**config.mk**
```make
export PLATFORM = sky130hd
export DESIGN_NAME = exponential_backoff_jitter_top
export DESIGN_NICKNAME = d
export VERILOG_FILES = /design/src/rtl/ebj_pkg.sv /design/src/rtl/ebj_mod.sv /design/src/rtl/exponential_backoff_jitter_top.sv
export SDC_FILE = /design/constraint.sdc
export NUM_CORES = 1
export LEC_CHECK = 0
export BUFFER_PORTS_ARGS = -buffer_cell sky130_fd_sc_hd__buf_4
export CORE_MARGIN = 10
export CORE_UTILIZATION = 51
export CTS_CLUSTER_DIAMETER = 120
export DETAILED_ROUTE_END_ITERATION = 10
export HOLD_SLACK_MARGIN = 0.08
export PLACE_DENSITY = 0.65
export REMOVE_ABC_BUFFERS = 1
export SETUP_SLACK_MARGIN = 0.4
export SLEW_MARGIN = 0
export SYNTH_ARGS = -nofsm -noshare
export SYNTH_HDL_FRONTEND = slang
export SYNTH_SLANG_ARGS = --single-unit
```
**constraint.sdc**
```tcl
create_clock -name clk -period 14.4 [get_ports clk]
set_clock_uncertainty 0.1 [all_clocks]
set_input_delay 2.88 -clock clk [delete_from_list [all_inputs] [get_ports clk]]
set_output_delay 2.88 -clock clk [all_outputs]
set_load 0.02 [all_outputs]
```
**src/rtl/ebj_pkg.sv**
```systemverilog
package ebj_pkg;

	localparam int DELAY_BITS = 32;
	localparam int RND_BITS   = 32;
	localparam int DVS_BITS   = DELAY_BITS + 1;
	localparam int OUT_BITS   = DELAY_BITS + 1;
	localparam int CNT_BITS   = $clog2(RND_BITS);

	localparam logic CMD_NEXT  = 1'b0;
	localparam logic CMD_CLEAR = 1'b1;

	localparam logic REG_BASE = 1'b0;
	localparam logic REG_MAX  = 1'b1;

	typedef enum logic [2:0] {
		ST_IDLE,
		ST_PREP,
		ST_LOAD,
		ST_DIV,
		ST_OUT
	} ebj_state_t;

	typedef struct packed {
		logic start;
	} ebj_mod_ctl_t;

	typedef struct packed {
		logic busy;
		logic done;
	} ebj_mod_sts_t;

endpackage

```
**src/rtl/ebj_mod.sv**
```systemverilog
module ebj_mod import ebj_pkg::*; (
	input  logic                 clk,
	input  logic                 arst_n,
	input  ebj_mod_ctl_t         ctl,
	input  logic [RND_BITS-1:0]  dividend,
	input  logic [DVS_BITS-1:0]  divisor,
	output ebj_mod_sts_t         sts,
	output logic [DVS_BITS-1:0]  remainder
);

	logic [DVS_BITS-1:0] rem_q;
	logic [RND_BITS-1:0] dvd_q;
	logic [DVS_BITS-1:0] dvs_q;
	logic [CNT_BITS-1:0] cnt_q;
	logic                busy_q;
	logic                done_q;
	logic [DVS_BITS:0]   trial;
	logic [DVS_BITS:0]   diff;
	logic [DVS_BITS-1:0] rem_nxt;

	// one restoring step per cycle, MSB first
	always_comb begin
		trial = {rem_q, dvd_q[RND_BITS-1]};
		diff  = trial - {1'b0, dvs_q};
		if (trial >= {1'b0, dvs_q}) begin
			rem_nxt = diff[DVS_BITS-1:0];
		end else begin
			rem_nxt = trial[DVS_BITS-1:0];
		end
	end

	always_ff @(posedge clk or negedge arst_n) begin
		if (!arst_n) begin
			busy_q <= 1'b0;
			done_q <= 1'b0;
			cnt_q  <= '0;
		end else begin
			done_q <= 1'b0;
			if (ctl.start) begin
				busy_q <= 1'b1;
				cnt_q  <= '0;
			end else if (busy_q) begin
				cnt_q <= cnt_q + 1'b1;
				if (cnt_q == CNT_BITS'(RND_BITS - 1)) begin
					busy_q <= 1'b0;
					done_q <= 1'b1;
				end
			end
		end
	end

	always_ff @(posedge clk) begin
		if (ctl.start) begin
			rem_q <= '0;
			dvd_q <= dividend;
			dvs_q <= divisor;
		end else if (busy_q) begin
			rem_q <= rem_nxt;
			dvd_q <= {dvd_q[RND_BITS-2:0], 1'b0};
		end
	end

	assign sts.busy  = busy_q;
	assign sts.done  = done_q;
	assign remainder = rem_q;

endmodule

```
**src/rtl/exponential_backoff_jitter_top.sv**
```systemverilog
// Capped exponential backoff with jitter. A next word (cmd 0) doubles the
// stored delay (or loads base_delay when it is zero), caps it at
// max(max_delay, base_delay), stores it and returns it with jitter taken from
// random_word mod (base_delay + min(delay, base_delay) + 1), kept non-negative.
// A clear word (cmd 1) zeroes the stored delay and returns nothing. A next
// word passes through the PREP, LOAD, DIV and OUT states; in DIV a bit-serial
// modulo unit retires one dividend bit per cycle. No new word is taken until
// the result has been accepted. Write registers only while idle.
module exponential_backoff_jitter_top import ebj_pkg::*; (
	input  logic                  clk,
	input  logic                  arst_n,
	input  logic                  cfg_we,
	input  logic                  cfg_index,
	input  logic [DELAY_BITS-1:0] cfg_data,
	input  logic                  in_valid,
	output logic                  in_stall,
	input  logic                  cmd,
	input  logic [RND_BITS-1:0]   random_word,
	output logic                  out_valid,
	input  logic                  out_stall,
	output logic [OUT_BITS-1:0]   delay_out
);

	ebj_state_t state_q, state_nxt;

	logic [DELAY_BITS-1:0] base_q;
	logic [DELAY_BITS-1:0] max_q;
	logic [DELAY_BITS-1:0] last_q;
	logic [DELAY_BITS-1:0] b_q;
	logic [DELAY_BITS-1:0] lo_q;
	logic [RND_BITS-1:0]   rnd_q;
	logic [OUT_BITS-1:0]   delay_out_q;

	logic                  in_acc;
	logic [DELAY_BITS-1:0] cap;
	logic [DELAY_BITS:0]   dbl;
	logic [DELAY_BITS-1:0] b_nxt;
	logic [DVS_BITS-1:0]   divisor;
	logic [DVS_BITS-1:0]   remainder;
	ebj_mod_ctl_t          mod_ctl;
	ebj_mod_sts_t          mod_sts;

	assign in_acc = in_valid && !in_stall;

	always_comb begin
		cap = (max_q < base_q) ? base_q : max_q;
		dbl = (last_q == '0) ? {1'b0, base_q} : {last_q, 1'b0};
		b_nxt = (dbl < {1'b0, cap}) ? dbl[DELAY_BITS-1:0] : cap;
		divisor = {1'b0, base_q} + {1'b0, lo_q} + DVS_BITS'(1);
	end

	always_comb begin
		state_nxt = state_q;
		unique case (state_q)
			ST_IDLE: begin
				if (in_acc && cmd == CMD_NEXT) begin
					state_nxt = ST_PREP;
				end
			end
			ST_PREP: state_nxt = ST_LOAD;
			ST_LOAD: state_nxt = ST_DIV;
			ST_DIV: begin
				if (mod_sts.done) begin
					state_nxt = ST_OUT;
				end
			end
			ST_OUT: begin
				if (!out_stall) begin
					state_nxt = ST_IDLE;
				end
			end
			default: state_nxt = ST_IDLE;
		endcase
	end

	always_comb begin
		in_stall      = (state_q != ST_IDLE);
		out_valid     = (state_q == ST_OUT);
		mod_ctl.start = (state_q == ST_LOAD);
	end

	always_ff @(posedge clk or negedge arst_n) begin
		if (!arst_n) begin
			state_q <= ST_IDLE;
			base_q  <= DELAY_BITS'(1);
			max_q   <= DELAY_BITS'(1);
			last_q  <= '0;
		end else begin
			state_q <= state_nxt;
			if (cfg_we) begin
				unique case (cfg_index)
					REG_BASE: base_q <= cfg_data;
					REG_MAX:  max_q  <= cfg_data;
					default:  ;
				endcase
			end
			if (in_acc && cmd == CMD_CLEAR) begin
				last_q <= '0;
			end else if (state_q == ST_PREP) begin
				last_q <= b_nxt;
			end
		end
	end

	always_ff @(posedge clk) begin
		if (in_acc) begin
			rnd_q <= random_word;
		end
		if (state_q == ST_PREP) begin
			b_q  <= b_nxt;
			lo_q <= (b_nxt < base_q) ? b_nxt : base_q;
		end
		if (state_q == ST_DIV && mod_sts.done) begin
			delay_out_q <= {1'b0, b_q} - {1'b0, lo_q} + remainder;
		end
	end

	ebj_mod u_mod (
		.clk       (clk),
		.arst_n    (arst_n),
		.ctl       (mod_ctl),
		.dividend  (rnd_q),
		.divisor   (divisor),
		.sts       (mod_sts),
		.remainder (remainder)
	);

	assign delay_out = delay_out_q;

endmodule

```
==> summary.md <==
| Metric | Value |
|---|---|
| Normalized max-slew margin | 28.6% |
| Clock sink count | 333 |
| Die Ht | 224 µm |
| Seq/Total Area, Yosys | between 40% and 50% |
| Setup Total Neg Slack | 0 ps |
| Leak | 10.9 nW |
| WP data arrival | slightly below 9000 ps |
| Final Max Tran Viols | 0 |
| Global route total overflow | 0 |
| # rows | 74 |
| Io pins | 106 |
| Synth cell types | 71 |
| Multi-input gate area | 11100 µm² |
| Via count | 15918 |
| CTS clock-pin slew for the worst setup and hold paths | approximately 60 ps |
| Antenna violations before repair | 0 |
| Setup ws final | approximately 5700 ps |
| Syn-to-layout area delta | 12.0% |
| Skew-Pair Late Insertion Delay | 570 ps |
| Placer Congestion | roughly 0.94 |
| Port Buffers | about 110 |
| Crit path largest cell delay | 590 ps |
| Hold Path Depth | 2 |
| DP Worst Slack | ~5700 ps |
| Crit Path Max Fanout | 34 |
| Final-stage net count | between 2000 and 2500 |
| Filler cells | around 3500 |
| Hold Vio Cnt, Final | 0 |
| Iter 0 DRT Violations | 1174 |
| Clock Path Buffers | 3 |
| Synth Flop Type | edfxtp_1 |
| Final Util | 58.1% |
| Root buffer cell | clkbuf_16 |
| CTS tree | done |
| Fmax | 115 MHz |
| Routed len/inst | 19.4 µm |
| Core area | around 41000 µm² |
| Post-CTS Setup Bufs | 0 |
| Post-CTS Resized | 0 |
| Layout cells sized above 1 | 12.2% |
| Type of destination of the critical path | register |
| Post-CTS Hold Buffers | 0 |
| Crit Path Class | register to register |
| Total CTS buffers | 38 |
| Setup-failing EPs final | 0 |
| Status | completed |
| DR vias/cell | 5.82 |
| TritonRoute pass-1 iters | 5 |
| Worst Tran Pin Value | roughly 1100 ps |
| Register area | 9140 µm² |
| RSZ-0062 raised after global routing | no |
| DP HPWL | slightly above 40000 µm |
| #FFs+latches synth | 333 |
| Final WL | about 53000 µm |
| Crit path from | base_q[1] |
| Synthesized area | 21300 µm² |
| Post-Syn Instances | 2084 |
| Slowest cell on crit path | a2111oi_0 |
| Global-route wire length before repair | 85000 µm |
| Part of the cycle the worst path needs | around three fifths |
| Die ar. | 50400 µm² |
| Minimum clock period | 8690 ps |
| DRC viols | 0 |
| Synth Warn # | 0 |
| Largest net degree at the start of global routing | 81 |
| Critical R2R Launch | base_q[1] |
| CP startpoint kind | register |
| VDD IR max | 0.169 mV |
| WP data required | 14610 ps |
| Hold path startpoint | rnd_q[23] |
| Avg Cell Area, Syn | ~10 µm² |
| Reg2reg path depth | 28 |
| Routed Antenna Nets | 0 |
| MaxCap Viol Count | 0 |
| GRT Overall Usage | 20.9% |
| Initial Utilization | 51.9% |
| Post-synth ARST share | 31.8% |
| Vias in the first global route | 15743 |
| Number of antenna diodes | 0 |
| Hold crit path type | register to register |
| H-tree lvl count | 2 |
| Pwr/cell area | 254 nW/µm² |
| Post-synth EDFFs | 194 |
| Die Width | 224 µm |
[metal layers]
metal  vias up  wire, µm  track usage, %  share of wire (%)
met2       424     23600            33.1                 44
met4         0      1520            7.28                2.9
li1       7743         -               -                  -
met5         -         0               0                  0
met3        86      2610            2.71                4.9
met1      7665     25400            29.2                 48
[area by class of cell]
class	instances	share of cell area [%]
Clock inverter	16	0.576
Tap cell	532	2.79
Multi-Input combinational cell	1447	46.3
Timing Repair Buffer	122	3.83
Inverter	230	3.61
Sequential cell	333	38.3
Clock buffer	53	4.64
[kinds of logic after synthesis]
group | after synthesis | synth area share [%]
buffers and inverters | 304 | 5.50
xor gates and xnor gates | 81 | 3.33
and+or+nand+nor | 449 | 9.89
AOI/OAI and AO/OA | 564 | 17.6
adders and majority gates | 227 | 14.5
DFF | 333 | 42.9
muxes | 126 | 6.32
[synth_stat cells, types with 7 or more instances]
cell type,n,area [µm²]
inv_1,229,860
edfxtp_1,194,5830
ha_1,193,2410
nand2_1,179,672
o21ai_0,143,716
a21oi_1,118,591
dfrtp_1,104,2600
a21o_1,91,683
nor2_1,82,308
mux2_2,67,754
mux2i_1,57,571
xnor2_1,57,499
clkbuf_1,56,210
o31a_1,37,324
fa_1,34,681
dfxtp_1,33,661
nand4_1,33,206
a22o_1,32,280
nor3_1,32,160
nand3_1,29,145
xor2_1,24,210
o21a_1,23,173
nor2b_1,17,106
a211oi_1,15,113
nand2b_1,15,93.8
nor4_1,15,93.8
and3_1,13,81.3
or3_1,11,68.8
a2111oi_0,9,78.8
o211ai_1,9,67.6
o21bai_1,9,67.6
o311ai_0,9,78.8
o31ai_1,8,60.1
buf_1,7,26.3
buf_2,7,35.0
[final timing paths]
check                      slack, ps         endpoint
max reg2reg                     5710         lo_q[13]
min in group asynchronous       2250        last_q[3]
min reg2reg                      410  u_mod.dvd_q[23]
max                             5710         lo_q[13]
max in group asynchronous      10750        max_q[27]
min                              410  u_mod.dvd_q[23]
[per-stage QoR]
step / hold WS [ps] / total power (W) / instance area, µm² / instances
5_1_grt: 430 / 0.00654 / 23900 / 2733
4_1_cts: 416 / 0.00606 / 23900 / 2733
6_report: 411 / 0.00606 / 23900 / 2733
3_5_place_dp: 401 / 0.00507 / 22600 / 2664
2_1_floorplan: 379 / 0.00417 / 21000 / 2010
3_3_place_gp: 395 / 0.00500 / 22600 / 2664
[report_power, final]
| group | internal (W) | switching (W) | leakage [nW] |
|---|---|---|---|
| logic | 0.00148 | 0.00198 | 6.88 |
| clock network | 0.000574 | 0.000400 | 0.614 |
| registers | 0.00144 | 0.000184 | 3.36 |
[critical path, delay by kind of cell (launching register included)]
kind / cells / cell delay, ps
buffers and inverters: 4 / 1300
AND/OR/NAND/NOR: 7 / 1560
adder cells (fa/ha/maj): 3 / 910
flip-flops: 1 / 490
AO/OA/AOI/OAI: 12 / 3370
multiplexers: 2 / 660
[cell usage in the layout (no fill, tap or decap), types with 9 or more instances in the layout]
| cell type | netlist | routed |
|---|---|---|
| xor2_1 | 24 | 24 |
| inv_1 | 229 | 228 |
| o21ai_0 | 143 | 143 |
| o31a_1 | 37 | 37 |
| nand4_1 | 33 | 33 |
| buf_4 | 2 | 122 |
| ha_1 | 193 | 193 |
| a21oi_1 | 118 | 117 |
| a211oi_1 | 15 | 15 |
| dfxtp_1 | 33 | 33 |
| o21bai_1 | 9 | 9 |
| mux2i_1 | 57 | 57 |
| o311ai_0 | 9 | 9 |
| dfrtp_1 | 104 | 104 |
| nor2b_1 | 17 | 16 |
| nor3_1 | 32 | 32 |
| a22o_1 | 32 | 32 |
| a2111oi_0 | 9 | 9 |
| nor4_1 | 15 | 15 |
| fa_1 | 34 | 34 |
| mux2_2 | 67 | 67 |
| xnor2_1 | 57 | 57 |
| edfxtp_1 | 194 | 194 |
| o211ai_1 | 9 | 9 |
| and3_1 | 13 | 13 |
| o21a_1 | 23 | 23 |
| or3_1 | 11 | 11 |
| nand2b_1 | 15 | 15 |
| clkbuf_16 | 0 | 39 |
| nand3_1 | 29 | 29 |
| nor2_1 | 82 | 79 |
| a21o_1 | 91 | 91 |
| nand2_1 | 179 | 178 |
(Power assumes the default switching activity.)
